## config.mk

```make
export PLATFORM = sky130hd
export DESIGN_NAME = json_string_escape_bounded_unit
export DESIGN_NICKNAME = d
export VERILOG_FILES = /design/src/rtl/jse_pkg.sv /design/src/rtl/json_string_escape_bounded_unit.sv /design/src/rtl/jse_front.sv /design/src/rtl/jse_fifo.sv /design/src/rtl/jse_back.sv
export VERILOG_INCLUDE_DIRS = /design/src /design/src/rtl
export SDC_FILE = /design/constraint.sdc
export NUM_CORES = 1
export LEC_CHECK = 0
export BUFFER_PORTS_ARGS = -buffer_cell sky130_fd_sc_hd__buf_2
export CAP_MARGIN = 20
export CELL_PAD_IN_SITES_DETAIL_PLACEMENT = 1
export CELL_PAD_IN_SITES_GLOBAL_PLACEMENT = 1
export CORE_ASPECT_RATIO = 0.7
export CORE_MARGIN = 1
export CORE_UTILIZATION = 43
export DETAILED_ROUTE_END_ITERATION = 16
export PLACE_DENSITY_LB_ADDON = 0.05
export SYNTH_ARGS = -nofsm -noshare
export SYNTH_HDL_FRONTEND = slang
export SYNTH_SLANG_ARGS = --single-unit
```

## constraint.sdc

```tcl
create_clock -name clk -period 6.35 [get_ports clk]
set_clock_uncertainty 0.15 [all_clocks]
set_input_delay 0.635 -clock clk [delete_from_list [all_inputs] [get_ports clk]]
set_output_delay 0.635 -clock clk [all_outputs]
set_load 0.05 [all_outputs]
```

## src/rtl/json_string_escape_bounded_unit_macros.svh

```systemverilog
// ============================================================================
// json_string_escape_bounded_unit_macros.svh
// Assertion macros shared by the escaper RTL.
// ============================================================================
`ifndef JSON_STRING_ESCAPE_BOUNDED_UNIT_MACROS_SVH
`define JSON_STRING_ESCAPE_BOUNDED_UNIT_MACROS_SVH

// same-cycle implication
`define JSE_ASSERT_NOW(label, ante, cons, msg) \
    label: assert property (@(posedge clk) disable iff (!rst_n) (ante) |-> (cons)) \
        else $error(msg);

// next-cycle implication
`define JSE_ASSERT_NEXT(label, ante, cons, msg) \
    label: assert property (@(posedge clk) disable iff (!rst_n) (ante) |=> (cons)) \
        else $error(msg);

`endif

```

## src/rtl/jse_pkg.sv

```systemverilog
// ============================================================================
// jse_pkg
// Types and constants of the bounded JSON string escaper.
// ============================================================================
package jse_pkg;

    localparam logic [7:0]  CHAR_BSLASH  = 8'h5C;
    localparam logic [7:0]  CHAR_QUOTE   = 8'h22;
    localparam logic [7:0]  CHAR_U       = 8'h75;
    localparam logic [7:0]  CHAR_ZERO    = 8'h30;
    localparam logic [7:0]  CTRL_LIMIT   = 8'h20;
    localparam logic [7:0]  TERM_BYTE    = 8'h00;
    localparam logic [15:0] CAP_RESET    = 16'd64;

    localparam logic [2:0]  NEED_PLAIN   = 3'd1;
    localparam logic [2:0]  NEED_PAIR    = 3'd2;
    localparam logic [2:0]  NEED_CTRL    = 3'd6;

    typedef logic [2:0] step_t;
    localparam step_t STEP_FIRST = 3'd0;
    localparam step_t STEP_U     = 3'd1;
    localparam step_t STEP_Z0    = 3'd2;
    localparam step_t STEP_Z1    = 3'd3;
    localparam step_t STEP_HI    = 3'd4;
    localparam step_t STEP_LO    = 3'd5;

    typedef enum logic [1:0] {
        JOB_TERM,
        JOB_PLAIN,
        JOB_PAIR,
        JOB_CTRL
    } job_kind_t;

    typedef struct packed {
        logic [7:0] data_byte;
        logic       string_end;
    } in_item_t;

    typedef struct packed {
        logic [7:0] out_byte;
        logic       is_terminator;
        logic       was_truncated;
        logic       last_of_run;
    } res_item_t;

    typedef struct packed {
        job_kind_t  kind;
        logic [7:0] data;
        logic       trunc;
    } job_t;

    typedef struct packed {
        logic count_zero;
        logic stopped;
    } front_stat_t;

    function automatic logic [7:0] hex_char(input logic [3:0] nib);
        logic [7:0] ch;
        ch = (nib < 4'd10) ? (CHAR_ZERO + {4'd0, nib}) : (8'h57 + {4'd0, nib});
        return ch;
    endfunction

endpackage

```

## src/rtl/json_string_escape_bounded_unit.sv

```systemverilog
// ============================================================================
// json_string_escape_bounded_unit
// JSON string escaper with a bounded output budget and terminator.
// ============================================================================
//  channel   handshake        payload
//  input     push / full      in_item  (data_byte, string_end)
//  result    empty / pop      result   (out_byte, is_terminator, was_truncated, last_of_run)
//  config    cfg_we           cfg_data (out_capacity)
//
//  The front takes one item per cycle while the 4-entry job queue has room.
//  The back emits one result byte per cycle while pop is held: one byte for
//  a plain byte or terminator, two for a quote or backslash, six for a control
//  character. Sustained rate is set by the back's byte expansion.
//  Reset clears the count, the stop flag, the queue and sets capacity to 64.
//  A stalled pop holds the result register; the queue absorbs short stalls.
// ============================================================================
module json_string_escape_bounded_unit #(
    parameter int COUNT_BITS = 16
) (
    input  logic               clk,
    input  logic               rst_n,
    input  logic               push,
    output logic               full,
    input  jse_pkg::in_item_t  in_item,
    output logic               empty,
    input  logic               pop,
    output jse_pkg::res_item_t result,
    input  logic               cfg_we,
    input  logic [15:0]        cfg_data
);
    import jse_pkg::*;

    `include "json_string_escape_bounded_unit_macros.svh"

    logic        take;
    logic        job_push;
    job_t        job_in, job_out;
    logic        q_rd, q_valid, q_full;
    front_stat_t stat;

    assign full = q_full;
    assign take = push && !q_full;

    jse_front #(
        .COUNT_BITS (COUNT_BITS)
    ) u_front (
        .clk      (clk),
        .rst_n    (rst_n),
        .cfg_we   (cfg_we),
        .cfg_data (cfg_data),
        .take     (take),
        .item     (in_item),
        .job_push (job_push),
        .job      (job_in),
        .stat     (stat)
    );

    jse_fifo u_fifo (
        .clk     (clk),
        .rst_n   (rst_n),
        .wr      (job_push),
        .wr_job  (job_in),
        .rd      (q_rd),
        .rd_job  (job_out),
        .q_valid (q_valid),
        .q_full  (q_full)
    );

    jse_back u_back (
        .clk     (clk),
        .rst_n   (rst_n),
        .q_valid (q_valid),
        .q_job   (job_out),
        .q_rd    (q_rd),
        .pop     (pop),
        .empty   (empty),
        .result  (result)
    );

    // end of string leaves the budget state clean
    `JSE_ASSERT_NEXT(a_end_clears, take && in_item.string_end, stat.count_zero && !stat.stopped, "end item did not clear state")
    // once stopped only a terminator may be queued
    `JSE_ASSERT_NOW(a_stopped_quiet, stat.stopped && job_push, job_in.kind == JOB_TERM, "job queued after stop")
    // terminator is a single zero byte closing its run
    `JSE_ASSERT_NOW(a_term_shape, !empty && result.is_terminator, result.last_of_run && result.out_byte == TERM_BYTE, "bad terminator")

endmodule

```

## src/rtl/jse_front.sv

```systemverilog
// ============================================================================
// jse_front
// Takes input items, applies the output budget and queues escape jobs.
// ============================================================================
module jse_front #(
    parameter int COUNT_BITS = 16
) (
    input  logic                 clk,
    input  logic                 rst_n,
    input  logic                 cfg_we,
    input  logic [15:0]          cfg_data,
    input  logic                 take,
    input  jse_pkg::in_item_t    item,
    output logic                 job_push,
    output jse_pkg::job_t        job,
    output jse_pkg::front_stat_t stat
);
    import jse_pkg::*;

    localparam int W = ((COUNT_BITS > 16) ? COUNT_BITS : 16) + 1;
    localparam logic [W-1:0] COUNT_MAX = W'({COUNT_BITS{1'b1}});

    logic [15:0]           cap_reg;
    logic [COUNT_BITS-1:0] count_reg, count_next;
    logic                  stopped_reg, stopped_next;

    logic [2:0]   need;
    job_kind_t    kind;
    logic [W-1:0] budget, budget_raw, total;
    logic         cap_zero, fits;

    always_comb
    begin
        if (item.data_byte == CHAR_QUOTE || item.data_byte == CHAR_BSLASH)
        begin
            kind = JOB_PAIR;
            need = NEED_PAIR;
        end
        else if (item.data_byte < CTRL_LIMIT)
        begin
            kind = JOB_CTRL;
            need = NEED_CTRL;
        end
        else
        begin
            kind = JOB_PLAIN;
            need = NEED_PLAIN;
        end
        cap_zero   = (cap_reg == 16'd0);
        budget_raw = W'(cap_reg) - W'(1);
        budget     = (budget_raw > COUNT_MAX) ? COUNT_MAX : budget_raw;
        total      = W'(count_reg) + W'(need);
        fits       = (total <= budget);

        count_next   = count_reg;
        stopped_next = stopped_reg;
        job_push     = 1'b0;
        job.kind     = item.string_end ? JOB_TERM : kind;
        job.data     = item.data_byte;
        job.trunc    = stopped_reg;
        if (take)
        begin
            if (item.string_end)
            begin
                count_next   = '0;
                stopped_next = 1'b0;
                job_push     = !cap_zero;
            end
            else if (!cap_zero && !stopped_reg)
            begin
                if (fits)
                begin
                    count_next = total[COUNT_BITS-1:0];
                    job_push   = 1'b1;
                end
                else
                begin
                    stopped_next = 1'b1;
                end
            end
        end
    end

    always_ff @(posedge clk or negedge rst_n)
    begin
        if (!rst_n)
        begin
            cap_reg     <= CAP_RESET;
            count_reg   <= '0;
            stopped_reg <= 1'b0;
        end
        else
        begin
            if (cfg_we)
            begin
                cap_reg <= cfg_data;
            end
            count_reg   <= count_next;
            stopped_reg <= stopped_next;
        end
    end

    assign stat.count_zero = (count_reg == '0);
    assign stat.stopped    = stopped_reg;

endmodule

```

## src/rtl/jse_fifo.sv

```systemverilog
// ============================================================================
// jse_fifo
// Four-entry job queue between the front and back halves.
// ============================================================================
module jse_fifo (
    input  logic          clk,
    input  logic          rst_n,
    input  logic          wr,
    input  jse_pkg::job_t wr_job,
    input  logic          rd,
    output jse_pkg::job_t rd_job,
    output logic          q_valid,
    output logic          q_full
);
    import jse_pkg::*;

    job_t       slot_reg [4];
    logic [1:0] wptr_reg, rptr_reg;
    logic [2:0] cnt_reg, cnt_next;

    always_comb
    begin
        cnt_next = cnt_reg;
        if (wr && !rd)
        begin
            cnt_next = cnt_reg + 3'd1;
        end
        else if (rd && !wr)
        begin
            cnt_next = cnt_reg - 3'd1;
        end
    end

    always_ff @(posedge clk or negedge rst_n)
    begin
        if (!rst_n)
        begin
            wptr_reg <= '0;
            rptr_reg <= '0;
            cnt_reg  <= '0;
        end
        else
        begin
            if (wr)
            begin
                wptr_reg <= wptr_reg + 2'd1;
            end
            if (rd)
            begin
                rptr_reg <= rptr_reg + 2'd1;
            end
            cnt_reg <= cnt_next;
        end
    end

    always_ff @(posedge clk)
    begin
        if (wr)
        begin
            slot_reg[wptr_reg] <= wr_job;
        end
    end

    assign rd_job  = slot_reg[rptr_reg];
    assign q_valid = (cnt_reg != 3'd0);
    assign q_full  = (cnt_reg == 3'd4);

endmodule

```

## src/rtl/jse_back.sv

```systemverilog
// ============================================================================
// jse_back
// Expands queued jobs into escaped result bytes, one per cycle while pop keeps up.
// ============================================================================
module jse_back (
    input  logic                clk,
    input  logic                rst_n,
    input  logic                q_valid,
    input  jse_pkg::job_t       q_job,
    output logic                q_rd,
    input  logic                pop,
    output logic                empty,
    output jse_pkg::res_item_t  result
);
    import jse_pkg::*;

    job_t      job_reg;
    logic      job_valid_reg, job_valid_next;
    step_t     step_reg, step_next;
    res_item_t res_reg, res_next;
    logic      res_valid_reg, res_valid_next;
    logic      adv, is_last;
    logic [7:0] byte_sel;

    always_comb
    begin
        byte_sel = job_reg.data;
        is_last  = 1'b1;
        unique case (job_reg.kind)
            JOB_TERM:
            begin
                byte_sel = TERM_BYTE;
            end
            JOB_PLAIN:
            begin
                byte_sel = job_reg.data;
            end
            JOB_PAIR:
            begin
                is_last  = (step_reg != STEP_FIRST);
                byte_sel = is_last ? job_reg.data : CHAR_BSLASH;
            end
            JOB_CTRL:
            begin
                is_last = (step_reg == STEP_LO);
                case (step_reg)
                    STEP_FIRST: byte_sel = CHAR_BSLASH;
                    STEP_U:     byte_sel = CHAR_U;
                    STEP_HI:    byte_sel = hex_char(job_reg.data[7:4]);
                    STEP_LO:    byte_sel = hex_char(job_reg.data[3:0]);
                    default:    byte_sel = CHAR_ZERO;
                endcase
            end
            default:
            begin
                byte_sel = job_reg.data;
            end
        endcase

        adv  = job_valid_reg && (!res_valid_reg || pop);
        q_rd = q_valid && (!job_valid_reg || (adv && is_last));

        job_valid_next = job_valid_reg;
        step_next      = step_reg;
        if (q_rd)
        begin
            job_valid_next = 1'b1;
            step_next      = STEP_FIRST;
        end
        else if (adv)
        begin
            job_valid_next = !is_last;
            step_next      = step_reg + 3'd1;
        end

        res_next                = res_reg;
        res_next.out_byte       = byte_sel;
        res_next.is_terminator  = (job_reg.kind == JOB_TERM);
        res_next.was_truncated  = (job_reg.kind == JOB_TERM) && job_reg.trunc;
        res_next.last_of_run    = is_last;
        if (adv)
        begin
            res_valid_next = 1'b1;
        end
        else if (pop)
        begin
            res_valid_next = 1'b0;
        end
        else
        begin
            res_valid_next = res_valid_reg;
        end
    end

    always_ff @(posedge clk or negedge rst_n)
    begin
        if (!rst_n)
        begin
            job_valid_reg <= 1'b0;
            res_valid_reg <= 1'b0;
            step_reg      <= STEP_FIRST;
        end
        else
        begin
            job_valid_reg <= job_valid_next;
            res_valid_reg <= res_valid_next;
            step_reg      <= step_next;
        end
    end

    always_ff @(posedge clk)
    begin
        if (q_rd)
        begin
            job_reg <= q_job;
        end
        if (adv)
        begin
            res_reg <= res_next;
        end
    end

    assign empty  = !res_valid_reg;
    assign result = res_reg;

endmodule

```

======== After elaboration in Yosys (flattened, before gate mapping) ========
Memories as Yosys holds them, arrays and structs flattened. A register that Yosys moved wholly into a read port is not among the register bits.
Cells that the tools add are included.
word-level totals
  bits in registers ....................... 56
  bits in writable memories ............... 44
  output and inout port bits .............. 13
  logic and storage cells ................. 103
  memories kept ........................... 1
memory list
  memory           words  width  rd ports  clocked after memory_dff  wr ports  line            RTL
  u_fifo.slot_reg  4      11     1         1                         1         jse_fifo.sv:17  job_t slot_reg [4];
operators by class
  add/sub/neg operators ................... 11
  $lt $le $gt $ge ......................... 5
  equality and inequality tests ........... 10
  muxes and demuxes ....................... 32
  reduce and logical (&&, ||, !) cells .... 31
operators with widths
  operator               count
  $pmux 8 s4             2
  $mux 16                3
  $mux 8                 3
  $mux 3                 6
  $add 16x3->17          1
  $gt 17x16->1 const B   1
  $le 17x17->1           1
  $mux 17                1
  $sub 16x1->17 const B  1
  $add 7x4->8 const A    2
  $logic_not 16->1       1
  $add 6x4->7 const A    2
  $mux 1                 13
  $reduce_bool 2->1      5
  $eq 3x3->1 const B     3
  $eq 8x6->1 const B     1
  $eq 8x7->1 const B     1
  $logic_and 1x1->1      8
  $logic_not 1->1        8
  $lt 4x4->1 const B     2
  $lt 8x6->1 const B     1
  $add 3x1->3 const B    2
  $mux 2                 3
  $reduce_and 3->1       2
  11 further kinds       16

======== Longest topological paths before layout ========
Gate-level depths: netlist (run 1).
  depth in word-level cells ............... 13
  mapped depth ............................ 25
  depth with buffers taken out ............ 25

======== Cells and area by module ========
A second synthesis (run 1) with hierarchy kept.
second synthesis, totals
  cell total of the unflattened synthesis .. 512
  area total of the unflattened synthesis .. 6158.4 sq um
modules (own cells, without submodules)
  module                           instances  cells each  area an instance (sq um)
  jse_front                        1          292         2711.4
  jse_fifo                         1          91          1988.2
  jse_back                         1          128         1445.1
  json_string_escape_bounded_unit  1          1           13.8

======== Worst setup path after synthesis (run 1) ========
Ideal clock, no wire load.
  path kind ............................... input -> register
  start ................................... input port in_item[6] in the netlist's numbering
  end ..................................... register u_fifo.cnt_reg[2]
  library setup time ...................... 0.079 ns
  arrival ................................. 5.070 ns
  slack ................................... 1.051 ns
  cell stages on the path ................. 24
  path through ............................ nor4b_1 > a31oi_1 > nor2_1 > nor2_1 > ha_1 > inv_1 > fa_1 > nor2b_1 > o21a_1 > nand4_1 > xnor2_1 > ha_1 > nand4_1 > nor2_1 > a21o_2 > o31ai_1 > a22oi_4 > inv_1 > ha_1 > inv_1 > fa_1 > xor2_1 > nor2_1 > xor2_1
on the way
  word-level cells in the longest chain between the ends .. 12
  elaborated cells on any way between the ends .. 17
  those cells by class .................... add/sub: 1; order compare: 2; eq/ne: 2; mux: 7; reduce/logical: 5
RTL lines
  item                                               line                                   RTL
  start: declaration                                 json_string_escape_bounded_unit.sv:24  input jse_pkg::in_item_t in_item,
  $lt 8x6->1 (tied with other cells)                 jse_front.sv:39                        else if (item.data_byte < CTRL_LIMIT)
  $mux 3 / $logic_or 1x1->1 (equally long branches)  jse_front.sv:39, jse_front.sv:34
  $mux 3 (*)                                         jse_front.sv:34                        if (item.data_byte == CHAR_QUOTE || item.data_byte == CHAR_BSLASH)
  $add 16x3->17 (*)                                  jse_front.sv:52                        total = W'(count_reg) + W'(need);
  $le 17x17->1 (*)                                   jse_front.sv:53                        fits = (total <= budget);
  $mux 1 (*)                                         jse_front.sv:71                        if (fits)
  $mux 1 (*)                                         jse_front.sv:69                        else if (!cap_zero && !stopped_reg)
  $mux 1 (*)                                         jse_front.sv:63                        if (item.string_end)
  $mux 1 (*)                                         jse_front.sv:61                        if (take)
  named net job_push                                 json_string_escape_bounded_unit.sv:36  logic job_push;
  $logic_not 1->1                                    jse_fifo.sv:28                         else if (rd && !wr)
  $logic_and 1x1->1                                  jse_fifo.sv:28
  $reduce_bool 2->1 (no line)                        -
  end signal: assignment                             jse_fifo.sv:52                         cnt_reg <= cnt_next;
  end: declaration                                   jse_fifo.sv:19                         logic [2:0] cnt_reg, cnt_next;
The timed path passes the listed nets; every way through them passes the cells marked *.
A chain may end at the register's enable or synchronous reset.

======== Worst setup path after layout (run 1) ========
  start ................................... input port in_item[2] in the netlist's numbering
  end ..................................... register u_fifo.cnt_reg[1]
on the way
  elaborated cells on any way between the ends .. 17
  those cells by class .................... add/sub: 1; order compare: 2; eq/ne: 2; mux: 7; reduce/logical: 5
RTL lines
  item                                               line                                   RTL
  $lt 8x6->1 (tied with other cells)                 jse_front.sv:39
  $mux 3 / $logic_or 1x1->1 (equally long branches)  jse_front.sv:39, jse_front.sv:34
  $mux 3 (*)                                         jse_front.sv:34
  $add 16x3->17 (*)                                  jse_front.sv:52
  $le 17x17->1 (*)                                   jse_front.sv:53
  $mux 1 (*)                                         jse_front.sv:71
  $mux 1 (*)                                         jse_front.sv:69
  $mux 1 (*)                                         jse_front.sv:63
  $mux 1 (*)                                         jse_front.sv:61
  named net job_push                                 json_string_escape_bounded_unit.sv:36
  $logic_and 1x1->1 (*)                              jse_fifo.sv:24                         if (wr && !rd)
  $mux 3 (*)                                         jse_fifo.sv:24
  named net u_fifo.cnt_next[1]                       jse_fifo.sv:19
Marked as above.

==> flow_summary.json, run 1 <==
{
  "path_class": "input pin to flip-flop",
  "p_sw_uw": 1004,
  "finalNonFillerCells": 718,
  "path_clk_slew_ns": 0.08,
  "netlist_top_cells_count": "66 x edfxtp_1, 47 x nor2_1, 44 x dfrtp_1",
  "hold_viol": 0,
  "placedCellCount": 701,
  "vias_per_cell": 5.475,
  "ff2ff_setup_slack_ns": 1.06,
  "finish.utilization_pct": 50.03,
  "dpl_cell_area_sq_um": 6269,
  "fmaxAchievable_ghz": 0.1696,
  "yosysMostFrequentCell": "edfxtp_1",
  "avgSynthCellArea_sq_um": 12.18,
  "endpoint_kind": "flip-flop",
  "syn2layout_area_growth_pct": 12.97,
  "relSlewSlack_pct": 47.03,
  "tritoncts": "done",
  "synth_area_leaders": "edfxtp_1 34%, dfrtp_1 19%, ha_1 6.8%",
  "timing.rr.end": "u_fifo.cnt_reg[1]",
  "grt_pass1_wl_um": 22000,
  "drv_cap": 0,
  "ys_seq_elements": 111,
  "drv_slew": 0,
  "start_kind": "input pin",
  "io_pins": 43,
  "dp_hpwl_um": 9949,
  "hold_slack_ns": 0.009989,
  "p_leak_uw": 0.002666,
  "post-route-min-period_ns": 5.897,
  "dr.first_iter.drc_count": 262,
  "antenna_found_initial": 0,
  "crit_start": "in_item[2]",
  "arrival_ns": 5.99,
  "switching_share_pct": 37.70,
  "wl_per_cell_um": 18.84,
  "setup_violations": 0,
  "final_nets": 592,
  "post_synth_and_or_nand_nor_area_fraction_pct": 13.35,
  "rsz0062_at_grt": "false",
  "regArea_sq_um": 3109,
  "largest_reg_flops": 44,
  "crit_required_ns": 6.44,
  "synth_area_leader_cell": "edfxtp_1",
  "synthArstFlopShare_pct": 40.54,
  "synth_top_flop_cell": "edfxtp_1",
  "clkLatencyLatePin_ns": 0.36,
  "synth-xor-area-share_pct": 5.383,
  "syn_inst": 481,
  "fin_tns_setup_ns": 0,
  "cts_setup_buffers": 0,
  "synth_top_family_by_area": "simple AND/OR/NAND/NOR gates",
  "portBuffers": 42,
  "fillers": 1405,
  "combPwrFrac_pct": 33.6,
  "grt_start_max_net_pins": 46,
  "ir_worst_vdd_mv": 0.1886,
  "initial_core_util_pct": 44.29,
  "yosysWarningCount": 0,
  "cts_max_level": 3,
  "worst-path-max-fanout": 7,
  "drt-total-wl_um": 13530,
  "synth_edf_count": 66,
  "critPathCapture": "u_fifo.cnt_reg[1]",
  "drive_gt1_share_pct": 21.01,
  "core_sq_um": 13230,
  "dr.pass1.iters": 4,
  "clkPwrFrac_pct": 22.8,
  "grt_pass1_vias": 3973,
  "design_area_sq_um": 6616,
  "cts_buffers": 9,
  "clock_sinks": 111,
  "yosysSeqAreaShare_pct": 53.09,
  "yosys.area.top_type_share_pct": 33.84,
  "multiInputGateArea_sq_um": 2591,
  "worst_pin_slew_ns": 0.7946,
  "drc": 0,
  "grt_overflow": 0,
  "hold_class": "input pin to async pin",
  "cts_buffer_depth": 2,
  "synthAdderAreaFrac_pct": 7.520,
  "powerDensity_nw_per_um2": 402.4,
  "seq_power_share_pct": 43.6,
  "status": "finished clean",
  "ant_nets": 0,
  "p_int_uw": 1659,
  "groute.usage.overall_pct": 20.73,
  "die-width_um": 141.5,
  "gp_congestion": 0.8665,
  "syn_area_sq_um": 5857,
  "cts_root_buffer": "clkbuf_16",
  "synth_compound_area_share_pct": 10.34,
  "insertedDiodeCount": 0,
  "ys_types": 65,
  "dieArea_sq_um": 14100,
  "rr_worst_depth": 15,
  "cts_resized": 0,
  "syn_nets": 545,
  "postCtsHoldBufs": 0,
  "reg2reg_from": "u_front.cap_reg[8]",
  "period_share_pct": 92.87,
  "synth_mux_area_share_pct": 7.498,
  "die_h_um": 99.65,
  "via_count": 3931,
  "std_cell_rows": 35
}
-- how the worst min path moves through the flow --
stage / start / end / slack (ns) / cells past startpoint
6_report: rst_n / u_front.count_reg[13] / 0.01 / 1
4_1_cts: u_back.job_valid_reg / u_back.res_valid_reg / 0.34 / 1
3_5_place_dp: u_back.job_valid_reg / u_back.res_valid_reg / 0.32 / 1
3_3_place_gp: u_back.job_valid_reg / u_back.res_valid_reg / 0.32 / 1
2_1_floorplan: rst_n / u_back.job_valid_reg / 0.19 / 0
5_1_grt: rst_n / u_front.count_reg[11] / 0.02 / 1
-- logic make-up (layout without fill, tap and decap cells) --
| group | Yosys count | count (layout) |
|---|---|---|
| AOI/OAI and AO/OA | 83 | 83 |
| xor gates and xnor gates | 36 | 36 |
| adders and majority gates | 34 | 34 |
| buffers and inverters | 37 | 89 |
| DFF | 111 | 111 |
| muxes | 28 | 28 |
| other | 1 | 1 |
| and+or+nand+nor | 151 | 151 |
-- critical path, cell delays in order --
cell and delay [ns]:
buf_2 0.13, nand4b_1 0.12, nor4b_1 0.06, a31oi_1 0.15, nor2_1 0.08, nor2_1 0.28, ha_1 0.24, inv_1 0.06
fa_1 0.40, nor2b_1 0.24, o21a_1 0.22, nand4_1 0.20, xnor2_1 0.20, ha_1 0.32, nand4_1 0.13, nor4_1 0.49
a21boi_0 0.50, o31ai_2 0.22, a22oi_4 0.30, inv_1 0.08, ha_1 0.22, inv_1 0.08, fa_1 0.38, mux2_2 0.26
-- power groups by stage --
| stage | logic (uW) | registers, uW | clock network [uW] |
|---|---|---|---|
| after global placement | 856 | 1170 | 0 |
| after detailed placement | 893 | 1180 | 0 |
| after floorplan | 584 | 1210 | 0 |
| after CTS | 899 | 1170 | 621 |
| after global routing | 987 | 1190 | 645 |
| final | 895 | 1160 | 607 |
-- cells in the final DEF, fill, tap and decap left out, drive strengths merged, types with 15 or more instances in the layout --
cell type | synthesis | routed
edfxtp | 66 | 66
nor2 | 48 | 48
buf | 6 | 48
dfrtp | 44 | 44
ha | 32 | 32
inv | 25 | 28
xnor2 | 26 | 26
nand2 | 23 | 23
a21oi | 21 | 21
o21ai | 18 | 18
nand3 | 17 | 17
mux2 | 17 | 17
nor3 | 15 | 15
-- routing by layer --
layer | up-vias | global-route usage (%) | share of wire [%]
met1 | 1967 | 32.60 | 55
met5 | - | 0 | 0
met3 | 13 | 3.804 | 3.5
li1 | 1874 | - | -
met2 | 77 | 29.32 | 41
met4 | 0 | 4.797 | 1.0
-- area by class of cell --
class	instances	share of cell area [%]
Sequential cell	111	46.99
Timing Repair Buffer	48	4.047
Clock inverter	7	1.475
Clock buffer	9	3.404
Tap cell	185	3.498
Inverter	25	1.418
Multi-Input combinational cell	333	39.16
-- metrics by stage --
step | total power (uW) | setup WS [ns]
finish | 2663 | 0.4527
global route | 2824 | 0.1652
CTS | 2685 | 0.4259
detailed placement | 2073 | 0.05334
global placement | 2022 | 0.2393
floorplan | 1792 | 1.051
No activity file was read; power rests on OpenSTA's default activity.
==> run 2: changes to the inputs <==
Settings changed: CORE_UTILIZATION 43 to 48.
==> run 2 against run 1 <==
Compared with the run above: routed wire length shrank 2.2%; sequential power barely moved; register-to-register slack better by 0.16 ns; die area down 10%; fmax rose by 1.1%; sequential share of layout area is 0.29 points higher; combinational power barely moved; worst hold slack better by 0.34 ns; clock power is 2% lower; critical path type unchanged; largest cell class unchanged; highest routed layer unchanged.
==> flow_summary.json, run 2 (synthesized netlist as in run 1, its figures left out) <==
{
  "cts_root_buffer": "clkbuf_16",
  "final_cell_mix": "66 x edfxtp_1, 47 x nor2_1, 44 x dfrtp_1",
  "cts_max_level": 3,
  "dieArea_sq_um": 12650,
  "core_sq_um": 11810,
  "crit_required_ns": 6.47,
  "finalNonFillerCells": 690,
  "largest_reg_flops": 44,
  "die_h_um": 94.42,
  "grt_pass1_wl_um": 21600,
  "cts_resized": 0,
  "wl_per_cell_um": 19.16,
  "ant_nets": 0,
  "fillers": 1258,
  "rr_worst_depth": 17,
  "reg2reg_from": "u_front.cap_reg[9]",
  "drv_cap": 0,
  "cts_buffers": 9,
  "timing.rr.end": "u_fifo.cnt_reg[2]",
  "worst_hold_startpoint": "u_back.job_valid_reg",
  "gp_congestion": 0.8333,
  "p_leak_uw": 0.002661,
  "clock_sinks": 111,
  "start_kind": "input pin",
  "syn2layout_area_growth_pct": 12.28,
  "dr.pass1.iters": 4,
  "via_count": 3855,
  "initial_core_util_pct": 49.60,
  "cts_buffer_depth": 2,
  "grt_pass1_vias": 3953,
  "grt_overflow": 0,
  "dr.first_iter.drc_count": 341,
  "hold_slack_ns": 0.3476,
  "clkLatencyLatePin_ns": 0.35,
  "hold_class": "flip-flop to flip-flop",
  "status": "finished clean",
  "hold_viol": 0,
  "drt-total-wl_um": 13220,
  "rsz0062_at_grt": "false",
  "ff2ff_setup_slack_ns": 1.22,
  "final_nets": 592,
  "endpoint_kind": "flip-flop",
  "path_class": "input pin to flip-flop",
  "dp_hpwl_um": 9610,
  "relSlewSlack_pct": 32.53,
  "setup_violations": 0,
  "antenna_found_initial": 0,
  "vias_per_cell": 5.587,
  "placedCellCount": 669,
  "drv_slew": 0,
  "ir_worst_vdd_mv": 0.2201,
  "groute.usage.overall_pct": 22.71,
  "portBuffers": 42,
  "period_share_pct": 91.89,
  "io_pins": 43,
  "drc": 0,
  "worst-path-max-fanout": 7,
  "tritoncts": "done",
  "drive_gt1_share_pct": 20.64,
  "insertedDiodeCount": 0,
  "fin_tns_setup_ns": 0,
  "hold_path_end": "u_back.res_valid_reg",
  "fmaxAchievable_ghz": 0.1714,
  "post-route-min-period_ns": 5.835,
  "powerDensity_nw_per_um2": 403.3,
  "path_clk_slew_ns": 0.08,
  "worst_pin_slew_ns": 1.010,
  "hold_depth": 1,
  "final_common_cell": "edfxtp_1",
  "grt_start_max_net_pins": 46,
  "std_cell_rows": 33,
  "arrival_ns": 5.95,
  "die-width_um": 134.0
}
## run 2: cell types whose count changed in the layout (fill, tap and decap cells not counted), sizes merged
cell         before  now
buf              48   47
clkinv            3    2
dlygate4sd3       0    1
inv              28   29
## run 2: worst max path at each step
stage	cells past startpoint	startpoint	to	slack (ns)
2_1_floorplan	24	in_item[6]	u_fifo.cnt_reg[2]	1.05
3_3_place_gp	19	in_item[2]	u_fifo.slot_reg[2][2]	0.30
3_5_place_dp	19	in_item[6]	u_fifo.slot_reg[1][4]	0.13
4_1_cts	25	in_item[6]	u_fifo.cnt_reg[2]	0.50
5_1_grt	26	in_item[2]	u_fifo.cnt_reg[2]	0.0001
6_report	25	in_item[6]	u_fifo.cnt_reg[2]	0.51
## run 2: timing repair
action | in CTS | in global routing
hold endpoints to repair | 0 | 4
hold buffers | 0 | 1
setup buffers | 0 | 0
## run 2: layout make-up
class / count / area, sq um / share of cell area [%]
well taps: 157 / 196.4 / 2.987
repair buffers: 48 / 277.8 / 4.224
clock inverters: 7 / 87.58 / 1.332
multi-input cells: 333 / 2586 / 39.33
inverters: 25 / 93.84 / 1.427
clock buffers: 9 / 225.2 / 3.425
flip-flops and latches: 111 / 3109 / 47.28
## run 2: per-stage QoR
step           power, uW  setup WS [ns]  instance area [sq um]  util, %
6_report            2652         0.5149                   6576    55.69
4_1_cts             2661         0.5002                   6516    55.18
5_1_grt             2812      0.0001212                   6576    55.69
3_3_place_gp        2006         0.2981                   6203    52.53
3_5_place_dp        2053         0.1279                   6203    52.53
2_1_floorplan       1792          1.051                   5857        -
## run 2: worst max-delay path, stage by stage
cell and delay (ns):
buf_2 0.14, nor4b_1 0.15, a31oi_1 0.19, nor2_1 0.09, nor2_1 0.32, ha_1 0.26, inv_1 0.06, fa_1 0.40
nor2b_1 0.20, o21a_1 0.21, nand3_1 0.17, xnor2_1 0.26, ha_1 0.30, nand4_1 0.12, nor2_1 0.05, a21o_2 0.19
o31ai_1 0.66, a22oi_4 0.23, inv_1 0.12, ha_1 0.19, inv_1 0.07, fa_1 0.43, xor2_1 0.18, nor2_1 0.12
xor2_1 0.18
## run 2: power breakdown
part | switching (uW) | internal [uW]
clock network | 278 | 316
logic | 544 | 352
registers | 173 | 990
## run 2: layer usage
layer / share of wire (%) / routed length [um] / global-route usage (%)
met1: 53 / 7045 / 34.49
met2: 42 / 5610 / 33.68
met3: 3.6 / 472 / 4.187
met4: 0.72 / 95 / 5.056
met5: 0 / 0 / 0
==> run 3: changes to the inputs <==
Settings changed: PLACE_DENSITY_LB_ADDON 0.05 to 0.1.
Clock period 6.35 ns to 7.4 ns, I/O delays scaled along.
==> run 3 against run 2 <==
Compared with the run above: setup slack better by 0.88 ns; total power is 15% lower; non-clock buffer count stayed put; sequential power is 14% lower; register-to-register slack better by 1.1 ns; worst hold slack worse by 0.28 ns; utilization is 0.31 points lower.
==> flow_summary.json, run 3 (synthesized netlist as in run 1, its figures left out) <==
{
  "status": "finished clean",
  "dp_hpwl_um": 9638,
  "cts_buffers": 9,
  "portBuffers": 42,
  "powerDensity_nw_per_um2": 346.2,
  "dieArea_sq_um": 12650,
  "grt_pass1_wl_um": 21810,
  "std_cell_rows": 33,
  "hold_viol": 0,
  "path_clk_slew_ns": 0.08,
  "ir_worst_vdd_mv": 0.1600,
  "worst_pin_slew_ns": 0.8591,
  "cts_resized": 0,
  "setup_ws_ns": 1.395,
  "grt_pass1_vias": 3862,
  "final_common_cell": "edfxtp_1",
  "drive_gt1_share_pct": 20.83,
  "drv_slew": 0,
  "gp_congestion": 0.8441,
  "worst-path-max-fanout": 7,
  "io_pins": 43,
  "final_nets": 592,
  "ant_nets": 0,
  "die_h_um": 94.42,
  "p_sw_uw": 875.5,
  "p_leak_uw": 0.002643,
  "syn2layout_area_growth_pct": 11.66,
  "relSlewSlack_pct": 42.62,
  "path_class": "input pin to flip-flop",
  "initial_core_util_pct": 49.60,
  "grt_overflow": 0,
  "fin_tns_setup_ns": 0,
  "vias_per_cell": 5.723,
  "dp_slack_ns": 1.091,
  "insertedDiodeCount": 0,
  "grt_start_max_net_pins": 46,
  "power_uw": 2264,
  "hold_class": "input pin to async pin",
  "arrival_ns": 6.13,
  "final_cell_mix": "66 x edfxtp_1, 47 x nor2_1, 44 x dfrtp_1",
  "drv_cap": 0,
  "antenna_found_initial": 0,
  "drt-total-wl_um": 13840,
  "dr.pass1.iters": 4,
  "crit_required_ns": 7.53,
  "core_sq_um": 11810,
  "post-route-min-period_ns": 6.005,
  "endpoint_kind": "flip-flop",
  "p_int_uw": 1389,
  "clkLatencyLatePin_ns": 0.36,
  "via_count": 3949,
  "cts_setup_buffers": 0,
  "finish.utilization_pct": 55.38,
  "start_kind": "input pin",
  "clkPwrFrac_pct": 21.2,
  "period_share_pct": 81.15,
  "clock_sinks": 111,
  "seq_power_share_pct": 44.2,
  "cts_root_buffer": "clkbuf_16",
  "fmaxAchievable_ghz": 0.1665,
  "switching_share_pct": 38.67,
  "wl_per_cell_um": 20.06,
  "cts_max_level": 3,
  "postCtsHoldBufs": 0,
  "combPwrFrac_pct": 34.6,
  "setup_violations": 0,
  "largest_reg_flops": 44,
  "tritoncts": "done",
  "rsz0062_at_grt": "false",
  "drc": 0,
  "cts_buffer_depth": 2,
  "die-width_um": 134.0,
  "dr.first_iter.drc_count": 265,
  "groute.usage.overall_pct": 23.11
}
==> run 3: critical path, stage by stage <==
cell and delay [ns]:
buf_2 0.13, nand4b_1 0.13, nor4b_1 0.07, a31oi_1 0.17
nor2_1 0.09, nor2_1 0.34, ha_1 0.28, inv_1 0.07
fa_1 0.41, nor2b_1 0.26, o21a_1 0.23, nand4_1 0.19
xnor2_1 0.18, ha_1 0.32, nand4_1 0.13, nor2_1 0.06
a21o_2 0.20, o31ai_1 0.68, a22oi_4 0.24, inv_1 0.11
ha_1 0.18, inv_1 0.07, fa_1 0.44, xor2_1 0.17
nor2_1 0.11, xor2_1 0.15
==> run 3: area by class of cell <==
type | instances | area (sq um)
Multi-Input combinational cell | 333 | 2586
Timing Repair Buffer | 48 | 267.8
Clock inverter | 7 | 61.31
Clock buffer | 9 | 225.2
Tap cell | 157 | 196.4
Inverter | 25 | 93.84
Fill cell | 1255 | 5269
Sequential cell | 111 | 3109
==> run 3: per-stage QoR <==
stage                     hold slack [ns]  area (sq um)  cells
after floorplan                    0.2944          5857    481
after global placement             0.3173          6233    673
after detailed placement           0.3314          6233    673
after CTS                          0.3528          6520    689
after global routing              0.06682          6540    690
final                             0.06445          6540    690
==> run 3: worst paths after layout <==
check / from / cells past startpoint / to / slack (ns)
min: rst_n / 1 / u_front.count_reg[15] / 0.06
max: in_item[2] / 26 / u_fifo.cnt_reg[2] / 1.39
max reg2reg: u_front.cap_reg[9] / 17 / u_fifo.cnt_reg[2] / 2.33
max in group asynchronous: rst_n / 2 / u_front.cap_reg[6] / 6.50
min in group clk: u_back.job_valid_reg / 1 / u_back.res_valid_reg / 0.35
min reg2reg: u_back.job_valid_reg / 1 / u_back.res_valid_reg / 0.35
==> run 3: power groups by stage <==
stage / clock (uW) / combinational [uW] / sequential, uW
after floorplan: 0 / 501 / 1040
after global placement: 0 / 732 / 998
after detailed placement: 0 / 766 / 1010
after CTS: 490 / 785 / 1000
after global routing: 507 / 852 / 1020
final: 480 / 784 / 1000
==> run 3: layer usage <==
layer | vias to the layer above | global-route usage [%] | share of wire, %
li1 | 1879 | - | -
met1 | 1960 | 34.94 | 51
met2 | 102 | 34.59 | 44
met3 | 8 | 4.294 | 4.1
met4 | 0 | 4.963 | 0.74
met5 | - | 0 | 0
